## config.mk

```make
export PLATFORM = sky130hd
export DESIGN_NAME = relative_strength_index_top
export DESIGN_NICKNAME = d
export VERILOG_FILES = /design/src/rtl/core/rsi_pkg.sv /design/src/rtl/core/relative_strength_index_top.sv
export SDC_FILE = /design/constraint.sdc
export NUM_CORES = 2
export LEC_CHECK = 0
export ABC_AREA = 1
export BUFFER_PORTS_ARGS = -buffer_cell sky130_fd_sc_hd__buf_2
export CAP_MARGIN = 20
export CORE_ASPECT_RATIO = 1.75
export CORE_UTILIZATION = 55
export CTS_BUF_LIST = sky130_fd_sc_hd__clkbuf_4 sky130_fd_sc_hd__clkbuf_8 sky130_fd_sc_hd__clkbuf_16
export DETAILED_ROUTE_END_ITERATION = 6
export PLACE_DENSITY = 0.74
export SYNTH_ARGS = -nofsm -noshare
export SYNTH_HDL_FRONTEND = slang
export SYNTH_SLANG_ARGS = --single-unit
```

## constraint.sdc

```tcl
create_clock -name aclk -period 11.55 [get_ports aclk]
set_input_delay 0.5775 -clock aclk [delete_from_list [all_inputs] [get_ports aclk]]
set_output_delay 0.5775 -clock aclk [all_outputs]
set_load 0.02 [all_outputs]
```

## src/rtl/core/rsi_pkg.sv

```systemverilog
// Shared widths, field offsets, register indexes and reset values for the
// relative strength index block. No dependencies.
`timescale 1ns / 1ps

package rsi_pkg;

    localparam int PRICE_W    = 32;
    localparam int PRICE_BITS = 32;
    localparam int AVG_W      = 48;
    localparam int FRAC_BITS  = 16;
    localparam int PERIOD_W   = 8;
    localparam int LEVEL_W    = 15;
    localparam int RSI_W      = 15;
    localparam int ZONE_W     = 2;
    localparam int CFG_ADDR_W = 2;
    localparam int CFG_DATA_W = 15;

    localparam int SUM_W      = AVG_W + 1;
    localparam int RSI_PROD_W = AVG_W + 5;
    localparam int RSI_SHIFT  = 10;
    localparam int RSI_PRE    = RSI_W - RSI_SHIFT;

    localparam int NDIV_W     = AVG_W + PERIOD_W + 2;
    localparam int NDIV_STEPS = NDIV_W / 2;
    localparam int STEP_W     = $clog2(NDIV_STEPS);
    localparam int SEED_W     = NDIV_W - FRAC_BITS;

    localparam int RSI_LSB    = 0;
    localparam int ZONE_LSB   = RSI_LSB + RSI_W;
    localparam int GAIN_LSB   = ZONE_LSB + ZONE_W;
    localparam int LOSS_LSB   = GAIN_LSB + AVG_W;
    localparam int FIELD_BITS = LOSS_LSB + AVG_W;
    localparam int TDATA_W    = ((FIELD_BITS + 7) / 8) * 8;

    localparam logic [CFG_ADDR_W-1:0] REG_PERIOD     = 2'd0;
    localparam logic [CFG_ADDR_W-1:0] REG_OVERBOUGHT = 2'd1;
    localparam logic [CFG_ADDR_W-1:0] REG_OVERSOLD   = 2'd2;

    localparam logic [PERIOD_W-1:0] PERIOD_RESET = 8'd14;
    localparam logic [PERIOD_W-1:0] PERIOD_MIN   = 8'd2;
    localparam logic [LEVEL_W-1:0]  OB_RESET     = 15'd17920;
    localparam logic [LEVEL_W-1:0]  OS_RESET     = 15'd7680;
    localparam logic [RSI_W-1:0]    RSI_HALF     = 15'd12800;
    localparam logic [RSI_W-1:0]    RSI_FULL     = 15'd25600;

    localparam logic [ZONE_W-1:0] ZONE_NEUTRAL    = 2'd0;
    localparam logic [ZONE_W-1:0] ZONE_OVERBOUGHT = 2'd1;
    localparam logic [ZONE_W-1:0] ZONE_OVERSOLD   = 2'd2;

    typedef struct packed {
        logic [PERIOD_W-1:0] rem;
        logic [1:0]          q;
    } ndiv_step_t;

endpackage

```

## src/rtl/core/relative_strength_index_top.sv

```systemverilog
// Relative strength index with smoothed average gain and loss.
// Depends on rsi_pkg for widths, field offsets and register codes.
//
//   channel   direction  handshake           content
//   s_        in         s_tvalid/s_tready   tdata: price[31:0]
//   m_        out        m_tvalid/m_tready   tdata: rsi_value, zone, average_gain,
//                                            average_loss; tuser: rsi_valid
//   cfg_      in         cfg_we              cfg_addr selects the register
//
// The first price after reset goes straight to the output register; a warm-up beat adds
// the price change to the running sums first. A beat that seeds or smooths the averages
// runs two narrow dividers by the period, which retire two quotient bits per cycle, then
// the index divider, which retires one bit per cycle; when both averages are zero that
// divider is skipped. A finished result waits while the output register is still full;
// once it is loaded the next beat is taken. Reset is synchronous and active low.
`timescale 1ns / 1ps

module relative_strength_index_top
    import rsi_pkg::*;
(
    input  logic                  aclk,
    input  logic                  aresetn,
    input  logic                  s_tvalid,
    output logic                  s_tready,
    input  logic [PRICE_W-1:0]    s_tdata,   // price[31:0]
    output logic                  m_tvalid,
    input  logic                  m_tready,
    output logic [TDATA_W-1:0]    m_tdata,   // rsi_value, zone, average_gain, average_loss
    output logic                  m_tuser,   // rsi_valid
    input  logic                  cfg_we,
    input  logic [CFG_ADDR_W-1:0] cfg_addr,
    input  logic [CFG_DATA_W-1:0] cfg_wdata
);

    localparam logic [2:0] ST_IDLE = 3'd0;
    localparam logic [2:0] ST_MUL  = 3'd1;
    localparam logic [2:0] ST_ADD  = 3'd2;
    localparam logic [2:0] ST_NDIV = 3'd3;
    localparam logic [2:0] ST_SUM  = 3'd4;
    localparam logic [2:0] ST_RDIV = 3'd5;
    localparam logic [2:0] ST_OUT  = 3'd6;

    function automatic ndiv_step_t ndiv_step(input logic [PERIOD_W-1:0] rem,
                                             input logic [1:0] bits,
                                             input logic [PERIOD_W-1:0] d);
        logic [PERIOD_W:0] t1;
        logic [PERIOD_W:0] t2;
        ndiv_step_t        res;
        t1 = {rem, bits[1]};
        res.q = 2'b00;
        if (t1 >= {1'b0, d}) begin
            t1 = t1 - {1'b0, d};
            res.q[1] = 1'b1;
        end
        t2 = {t1[PERIOD_W-1:0], bits[0]};
        if (t2 >= {1'b0, d}) begin
            t2 = t2 - {1'b0, d};
            res.q[0] = 1'b1;
        end
        res.rem = t2[PERIOD_W-1:0];
        return res;
    endfunction

    function automatic logic [AVG_W-1:0] sat_quot(input logic [NDIV_W-1:0] q);
        if (|q[NDIV_W-1:AVG_W]) begin
            return '1;
        end
        return q[AVG_W-1:0];
    endfunction

    function automatic logic [AVG_W-1:0] sat_add(input logic [AVG_W-1:0] a,
                                                 input logic [PRICE_BITS-1:0] b);
        logic [SUM_W-1:0] s;
        s = {1'b0, a} + SUM_W'(b);
        if (s[AVG_W]) begin
            return '1;
        end
        return s[AVG_W-1:0];
    endfunction

    logic [2:0]            state_reg, state_next;
    logic [PERIOD_W-1:0]   period_reg, period_next;
    logic [LEVEL_W-1:0]    ob_reg, ob_next;
    logic [LEVEL_W-1:0]    os_reg, os_next;
    logic [PRICE_BITS-1:0] prev_reg, prev_next;
    logic                  have_prev_reg, have_prev_next;
    logic [PERIOD_W-1:0]   count_reg, count_next;
    logic [AVG_W-1:0]      avg_g_reg, avg_g_next;
    logic [AVG_W-1:0]      avg_l_reg, avg_l_next;
    logic                  smooth_reg, smooth_next;
    logic                  res_valid_reg, res_valid_next;
    logic [STEP_W-1:0]     step_reg, step_next;
    logic                  m_tvalid_reg, m_tvalid_next;

    logic [PRICE_BITS-1:0] gain_reg, gain_next;
    logic [PRICE_BITS-1:0] loss_reg, loss_next;
    logic [NDIV_W-1:0]     dvd_g_reg, dvd_g_next;
    logic [NDIV_W-1:0]     dvd_l_reg, dvd_l_next;
    logic [PERIOD_W-1:0]   rem_g_reg, rem_g_next;
    logic [PERIOD_W-1:0]   rem_l_reg, rem_l_next;
    logic [SUM_W-1:0]      total_reg, total_next;
    logic [SUM_W-1:0]      rrem_reg, rrem_next;
    logic [RSI_W-1:0]      rq_reg, rq_next;
    logic [TDATA_W-1:0]    m_tdata_reg, m_tdata_next;
    logic                  m_tuser_reg, m_tuser_next;

    logic [PRICE_BITS-1:0]        price_c;
    logic [PERIOD_W-1:0]          n_c;
    logic [PERIOD_W-1:0]          nm1_c;
    logic [AVG_W+PERIOD_W-1:0]    prod_g_c;
    logic [AVG_W+PERIOD_W-1:0]    prod_l_c;
    logic [RSI_PROD_W-1:0]        g25_c;
    logic [SUM_W:0]               rt_c;
    logic [SUM_W:0]               rsub_c;
    logic [ZONE_W-1:0]            zone_c;
    ndiv_step_t                   step_g_c;
    ndiv_step_t                   step_l_c;
    logic [NDIV_W-1:0]            qg_c;
    logic [NDIV_W-1:0]            ql_c;

    assign s_tready = (state_reg == ST_IDLE);
    assign m_tvalid = m_tvalid_reg;
    assign m_tdata  = m_tdata_reg;
    assign m_tuser  = m_tuser_reg;

    always_comb begin
        price_c  = s_tdata[PRICE_BITS-1:0];
        n_c      = (period_reg < PERIOD_MIN) ? PERIOD_MIN : period_reg;
        nm1_c    = n_c - PERIOD_W'(1);
        prod_g_c = avg_g_reg * nm1_c;
        prod_l_c = avg_l_reg * nm1_c;
        g25_c    = (RSI_PROD_W'(avg_g_reg) << 4) + (RSI_PROD_W'(avg_g_reg) << 3)
                 + RSI_PROD_W'(avg_g_reg);
        rt_c     = {rrem_reg, rq_reg[RSI_W-1]};
        rsub_c   = rt_c - {1'b0, total_reg};
        step_g_c = ndiv_step(rem_g_reg, dvd_g_reg[NDIV_W-1 -: 2], n_c);
        step_l_c = ndiv_step(rem_l_reg, dvd_l_reg[NDIV_W-1 -: 2], n_c);
        qg_c     = {dvd_g_reg[NDIV_W-3:0], step_g_c.q};
        ql_c     = {dvd_l_reg[NDIV_W-3:0], step_l_c.q};

        if (rq_reg >= ob_reg) begin
            zone_c = ZONE_OVERBOUGHT;
        end else if (rq_reg <= os_reg) begin
            zone_c = ZONE_OVERSOLD;
        end else begin
            zone_c = ZONE_NEUTRAL;
        end
    end

    always_comb begin
        state_next     = state_reg;
        period_next    = period_reg;
        ob_next        = ob_reg;
        os_next        = os_reg;
        prev_next      = prev_reg;
        have_prev_next = have_prev_reg;
        count_next     = count_reg;
        avg_g_next     = avg_g_reg;
        avg_l_next     = avg_l_reg;
        smooth_next    = smooth_reg;
        res_valid_next = res_valid_reg;
        step_next      = step_reg;
        m_tvalid_next  = m_tvalid_reg && !m_tready;
        gain_next      = gain_reg;
        loss_next      = loss_reg;
        dvd_g_next     = dvd_g_reg;
        dvd_l_next     = dvd_l_reg;
        rem_g_next     = rem_g_reg;
        rem_l_next     = rem_l_reg;
        total_next     = total_reg;
        rrem_next      = rrem_reg;
        rq_next        = rq_reg;
        m_tdata_next   = m_tdata_reg;
        m_tuser_next   = m_tuser_reg;

        case (state_reg)
            ST_IDLE: begin
                if (s_tvalid) begin
                    if (price_c > prev_reg) begin
                        gain_next = price_c - prev_reg;
                        loss_next = '0;
                    end else begin
                        gain_next = '0;
                        loss_next = prev_reg - price_c;
                    end
                    prev_next      = price_c;
                    have_prev_next = 1'b1;
                    res_valid_next = 1'b0;
                    state_next     = have_prev_reg ? ST_MUL : ST_OUT;
                end
            end
            ST_MUL: begin
                smooth_next = (count_reg >= n_c);
                if (count_reg >= n_c) begin
                    dvd_g_next = NDIV_W'(prod_g_c);
                    dvd_l_next = NDIV_W'(prod_l_c);
                end else begin
                    avg_g_next = sat_add(avg_g_reg, gain_reg);
                    avg_l_next = sat_add(avg_l_reg, loss_reg);
                    count_next = count_reg + PERIOD_W'(1);
                end
                state_next = ST_ADD;
            end
            ST_ADD: begin
                rem_g_next = '0;
                rem_l_next = '0;
                step_next  = '0;
                if (smooth_reg) begin
                    dvd_g_next = dvd_g_reg + NDIV_W'({gain_reg, FRAC_BITS'(0)});
                    dvd_l_next = dvd_l_reg + NDIV_W'({loss_reg, FRAC_BITS'(0)});
                    state_next = ST_NDIV;
                end else if (count_reg >= n_c) begin
                    dvd_g_next = {avg_g_reg[SEED_W-1:0], FRAC_BITS'(0)};
                    dvd_l_next = {avg_l_reg[SEED_W-1:0], FRAC_BITS'(0)};
                    state_next = ST_NDIV;
                end else begin
                    state_next = ST_OUT;
                end
            end
            ST_NDIV: begin
                dvd_g_next = qg_c;
                dvd_l_next = ql_c;
                rem_g_next = step_g_c.rem;
                rem_l_next = step_l_c.rem;
                step_next  = step_reg + STEP_W'(1);
                if (step_reg == STEP_W'(NDIV_STEPS - 1)) begin
                    avg_g_next     = sat_quot(qg_c);
                    avg_l_next     = sat_quot(ql_c);
                    res_valid_next = 1'b1;
                    state_next     = ST_SUM;
                end
            end
            ST_SUM: begin
                total_next = SUM_W'(avg_g_reg) + SUM_W'(avg_l_reg);
                rrem_next  = SUM_W'(g25_c[RSI_PROD_W-1:RSI_PRE]);
                rq_next    = {g25_c[RSI_PRE-1:0], RSI_SHIFT'(0)};
                step_next  = '0;
                if ((avg_g_reg == '0) && (avg_l_reg == '0)) begin
                    rq_next    = RSI_HALF;
                    state_next = ST_OUT;
                end else begin
                    state_next = ST_RDIV;
                end
            end
            ST_RDIV: begin
                if (rt_c >= {1'b0, total_reg}) begin
                    rrem_next = rsub_c[SUM_W-1:0];
                    rq_next   = {rq_reg[RSI_W-2:0], 1'b1};
                end else begin
                    rrem_next = rt_c[SUM_W-1:0];
                    rq_next   = {rq_reg[RSI_W-2:0], 1'b0};
                end
                step_next = step_reg + STEP_W'(1);
                if (step_reg == STEP_W'(RSI_W - 1)) begin
                    state_next = ST_OUT;
                end
            end
            ST_OUT: begin
                if (!m_tvalid_reg || m_tready) begin
                    m_tdata_next = '0;
                    if (res_valid_reg) begin
                        m_tdata_next[RSI_LSB +: RSI_W]   = rq_reg;
                        m_tdata_next[ZONE_LSB +: ZONE_W] = zone_c;
                        m_tdata_next[GAIN_LSB +: AVG_W]  = avg_g_reg;
                        m_tdata_next[LOSS_LSB +: AVG_W]  = avg_l_reg;
                    end
                    m_tuser_next  = res_valid_reg;
                    m_tvalid_next = 1'b1;
                    state_next    = ST_IDLE;
                end
            end
            default: begin
                state_next = ST_IDLE;
            end
        endcase

        if (cfg_we) begin
            case (cfg_addr)
                REG_PERIOD: begin
                    period_next = cfg_wdata[PERIOD_W-1:0];
                    count_next  = '0;
                    avg_g_next  = '0;
                    avg_l_next  = '0;
                end
                REG_OVERBOUGHT: begin
                    ob_next = cfg_wdata[LEVEL_W-1:0];
                end
                REG_OVERSOLD: begin
                    os_next = cfg_wdata[LEVEL_W-1:0];
                end
                default: begin
                end
            endcase
        end
    end

    always_ff @(posedge aclk) begin
        if (!aresetn) begin
            state_reg     <= ST_IDLE;
            period_reg    <= PERIOD_RESET;
            ob_reg        <= OB_RESET;
            os_reg        <= OS_RESET;
            prev_reg      <= '0;
            have_prev_reg <= 1'b0;
            count_reg     <= '0;
            avg_g_reg     <= '0;
            avg_l_reg     <= '0;
            smooth_reg    <= 1'b0;
            res_valid_reg <= 1'b0;
            step_reg      <= '0;
            m_tvalid_reg  <= 1'b0;
        end else begin
            state_reg     <= state_next;
            period_reg    <= period_next;
            ob_reg        <= ob_next;
            os_reg        <= os_next;
            prev_reg      <= prev_next;
            have_prev_reg <= have_prev_next;
            count_reg     <= count_next;
            avg_g_reg     <= avg_g_next;
            avg_l_reg     <= avg_l_next;
            smooth_reg    <= smooth_next;
            res_valid_reg <= res_valid_next;
            step_reg      <= step_next;
            m_tvalid_reg  <= m_tvalid_next;
        end
    end

    always_ff @(posedge aclk) begin
        gain_reg    <= gain_next;
        loss_reg    <= loss_next;
        dvd_g_reg   <= dvd_g_next;
        dvd_l_reg   <= dvd_l_next;
        rem_g_reg   <= rem_g_next;
        rem_l_reg   <= rem_l_next;
        total_reg   <= total_next;
        rrem_reg    <= rrem_next;
        rq_reg      <= rq_next;
        m_tdata_reg <= m_tdata_next;
        m_tuser_reg <= m_tuser_next;
    end

endmodule

```

==> results of run 1 <==
layer usage:
layer / global-route usage [%] / overflow
met5: 21.4 / 6
met2: 100 / 1750
met3: 56.8 / 23
met4: 86.0 / 736
met1: 72.3 / 9
logic make-up after synthesis:
group	share of synthesized area, %
flip-flops	20.2
AO/OA/AOI/OAI	15.4
AND/OR/NAND/NOR	26.5
buffers and inverters	11.4
other	0.00461
XOR/XNOR	2.17
adder cells (fa/ha/maj)	24.3
metrics by stage:
stage | utilization, % | area (um2) | hold WS (ps)
2_1_floorplan | - | 81300 | 406
3_3_place_gp | 57.5 | 84400 | 447
3_5_place_dp | 57.5 | 84400 | 454
4_1_cts | 59.2 | 86800 | 91.4
==> impl_metrics.tcl, run 1 <==
set metrics [dict create \
    status "aborted with a tool error" \
    stop_stage "global routing" \
    error "[ERROR GRT-0116] Global routing finished with congestion. Check the congestion regions in the DRC Viewer." \
    async_flop_share_pct 0 \
    grt_pass1_vias 107645 \
    ctsRootBufferMaster "clkbuf_16" \
    synth_edf_count 423 \
    syn_area_um2 81300 \
    cts_buffers 67 \
    gp_congestion 1.22 \
    post_cts_buffers 0 \
    htreeDepth 3 \
    place.port_buffers 169 \
    netlist_instances 11918 \
    ys_seq_elements 609 \
    start_util_pct 55.4 \
    synth_top_cell_by_area "edfxtp_1" \
    synthFlopType "edfxtp_1" \
    fp-row-count 186 \
    post_cts_resized 0 \
    die_h_um 511 \
    gr-total-overflow 2524 \
    ys.warnings.count 0 \
    track_usage_pct 77.2 \
    synth_top_cells_by_count "nand2_1 (2,555), inv_1 (1,983), nor2_1 (1,648)" \
    cts_max_path_buffers 3 \
    post-place-cells 13795 \
    clock-sinks 609 \
    synth_cell_type_count 61 \
    synth_area_leaders "edfxtp_1 (16%), fa_1 (15%), nand2_1 (12%)" \
    dp_slack_ps 2790 \
    grt_max_degree 100 \
    ios 177 \
    yosysTopAreaCellShare_pct 15.6 \
    hpwlAfterDp_um 365000 \
    ys_seq_area_share_pct 20.2 \
    holdBufCountCts 0 \
    grt_pass1_wl_um 863000 \
    die_w_um 293 \
    yosysMostFrequentCell "nand2_1" \
    syn_area_per_cell_um2 6.82 \
]
==> run 2, diff against run 1 <==
- CORE_ASPECT_RATIO: 1.75 -> unset
- CORE_UTILIZATION: 55 -> 40
- CTS_BUF_LIST: sky130_fd_sc_hd__clkbuf_4 sky130_fd_sc_hd__clkbuf_8 sky130_fd_sc_hd__clkbuf_16 -> unset
- PLACE_DENSITY: 0.74 -> unset
- PLACE_DENSITY_LB_ADDON: unset -> 0.15
- clock period: 11.55 -> 15 ns (I/O delays scaled with it)
==> run 2 against run 1 <==
Compared with the run above:
- the run now ends clean
- synthesized cell count unchanged
- area after synthesis is the same
==> impl_metrics.tcl, run 2 <==
set metrics [dict create \
    status "complete, no violations" \
    cts_tree "built" \
    wl_per_cell_um 28.0 \
    drt-initial-drc-count 9639 \
    ys_seq_elements 609 \
    cpMostUsedCell "inv_1" \
    gp_congestion 1.04 \
    rrSetupSlack_ps 5920 \
    path_buf_inv 7 \
    maxCapViolCount 0 \
    async_flop_share_pct 0 \
    yosysTopAreaCellShare_pct 15.6 \
    r2r_cells 29 \
    ir_drop_mv 0.123 \
    critical-path-top-delay-family "simple AND/OR/NAND/NOR gates" \
    die_w_um 453 \
    dieArea_um2 205000 \
    final.period_utilization_pct 60.5 \
    routed_wl_um 413000 \
    post-route-min-period_ps 9080 \
    mostFrequentLayoutCells "nand2_1 (2,548), inv_1 (1,977), nor2_1 (1,643)" \
    endpoint_kind "flop" \
    synth_area_leaders "edfxtp_1 (16%), fa_1 (15%), nand2_1 (12%)" \
    ys.warnings.count 0 \
    tns_ps 0 \
    cts_buffers 82 \
    slew_viol_final 0 \
    finClkSkew_ps 68.8 \
    place.port_buffers 169 \
    avgViaCountPerCell 5.79 \
    max_stage_delay_ps 740 \
    htreeDepth 3 \
    synth_edf_count 423 \
    antenna_found_initial 27 \
    min_to "os_reg[11]" \
    netlist_instances 11918 \
    p_int_mw 6.73 \
    stdcell_count 14748 \
    cts_max_path_buffers 3 \
    synthFlopType "edfxtp_1" \
    yosysMostFrequentCell "nand2_1" \
    drive_above_1_share_pct 5.11 \
    post_cts_resized 0 \
    worstSetupStartpointType "flop" \
    ios 177 \
    crit-reg2reg-capture "dvd_g_reg[48]" \
    power_leakage_nw 41.0 \
    grt_max_degree 103 \
    clock_latency_ps 780 \
    min_path_type "primary input to flop" \
    clock-sinks 609 \
    synthToLayoutAreaGrowth_pct 8.58 \
    fp-row-count 165 \
    netSwitchingFraction_pct 57.8 \
    synth_cell_type_count 61 \
    fmax_ghz 0.110 \
    gr-total-overflow 0 \
    max_slew.worst_pin.slew_ps 1120 \
    comb_power_share_pct 66.0 \
    drtAntennaViolNets 0 \
    min_from "cfg_wdata[11]" \
    first_pass_iters 6 \
    post_cts_buffers 0 \
    final-setup-viol-count 0 \
    grt_pass1_wl_um 587000 \
    grt_pass1_vias 82064 \
    p_per_area_nw_per_um2 180 \
    largest_register_ffs 113 \
    mostFrequentLayoutCell "nand2_1" \
    clkTransAtPathRegs_ps 60 \
    ctsRootBufferMaster "clkbuf_16" \
    start_util_pct 40.2 \
    grt_setup_unrepaired "no" \
    hpwlAfterDp_um 333000 \
    clkPwrFrac_pct 13.6 \
    holdBufCountCts 0 \
    track_usage_pct 39.7 \
    drc_errors 0 \
    worstReg2RegStart "period_reg[4]" \
    synth_top_cells_by_count "nand2_1 (2,555), inv_1 (1,983), nor2_1 (1,648)" \
    core_um2 202000 \
    p_seq_share_pct 20.4 \
    post-place-cells 14580 \
    path_max_fanout 49 \
    required_ps 15510 \
    synth_top_cell_by_area "edfxtp_1" \
    die_h_um 453 \
    syn_area_per_cell_um2 6.82 \
    final_nets 13262 \
    crit_arrival_ps 9590 \
    ys_seq_area_share_pct 20.2 \
    slew-limit-headroom_pct 24.8 \
    syn_area_um2 81300 \
    crit_type "flop to flop" \
    whs_path_depth 3 \
    vias 85433 \
    switching_power_mw 9.20 \
    hold_viol_final 0 \
    cp_slowest_cell "o21ai_0" \
]
-- run 2: worst max-delay path by stage --
stage | startpoint | to | slack [ps] | cells past startpoint
after global placement | period_reg[4] | dvd_g_reg[48] | 6240 | 29
final | period_reg[4] | dvd_g_reg[48] | 5920 | 29
after global routing | period_reg[4] | dvd_g_reg[50] | 5730 | 29
after CTS | period_reg[4] | dvd_g_reg[48] | 6150 | 29
after floorplan | period_reg[4] | dvd_g_reg[0] | 3390 | 16
after detailed placement | period_reg[4] | dvd_g_reg[48] | 6160 | 29
-- run 2: through the flow --
step | total power [mW] | instance area, um2 | hold WS (ps) | util [%] | setup slack, ps
CTS | 15.7 | 88200 | 180 | 43.6 | 6150
floorplan | 9.11 | 81300 | 406 | - | 3390
global route | 16.8 | 88200 | 239 | 43.6 | 5730
global placement | 13.4 | 85300 | 446 | 42.2 | 6240
finish | 15.9 | 88200 | 232 | 43.7 | 5920
detailed placement | 13.4 | 85300 | 455 | 42.2 | 6160
-- run 2: cells by family after synthesis --
logic type               Yosys count  share of synthesized area, %
AND/OR/NAND/NOR                 5261                          26.5
other                              1                       0.00461
buffers and inverters           2406                          11.4
AO/OA/AOI/OAI                   2225                          15.4
flip-flops                       609                          20.2
adder cells (fa/ha/maj)         1215                          24.3
XOR/XNOR                         201                          2.17
-- run 2: area by class of cell --
cell class,count,area (um2)
inverter,2062,7750
clock buffer,106,2340
clock inverter,44,577
sequential,609,16400
multi-input combinational,8909,55700
tap,2672,3340
fill,21566,114000
timing repair buffer,329,2040
antenna,17,42.5
-- run 2: worst reg2reg max path: cells and delay by family (launching register included) --
kind            cells  cell delay (ps)
simple gates       13             2780
compound gates      3             1190
flops               1              390
fa+ha+maj           6             2660
buf+inv             7             1810
-- run 2: routing by layer --
layer / up-vias / track usage [%] / part of all wire, %
met5: - / 0 / 0.033
met4: 22 / 23.9 / 6.9
met3: 924 / 8.88 / 9.8
met2: 4441 / 59.3 / 42
met1: 41440 / 52.1 / 41
li1: 38606 / - / -
-- run 2: power by group through the flow --
stage	Sequential, mW	Combinational [mW]	Clock [mW]
2_1_floorplan	2.95	6.17	0
3_3_place_gp	3.24	10.2	0
5_1_grt	3.25	11.3	2.25
4_1_cts	3.21	10.3	2.19
3_5_place_dp	3.23	10.2	0
6_report	3.25	10.5	2.16
(Power assumes the default switching activity.)
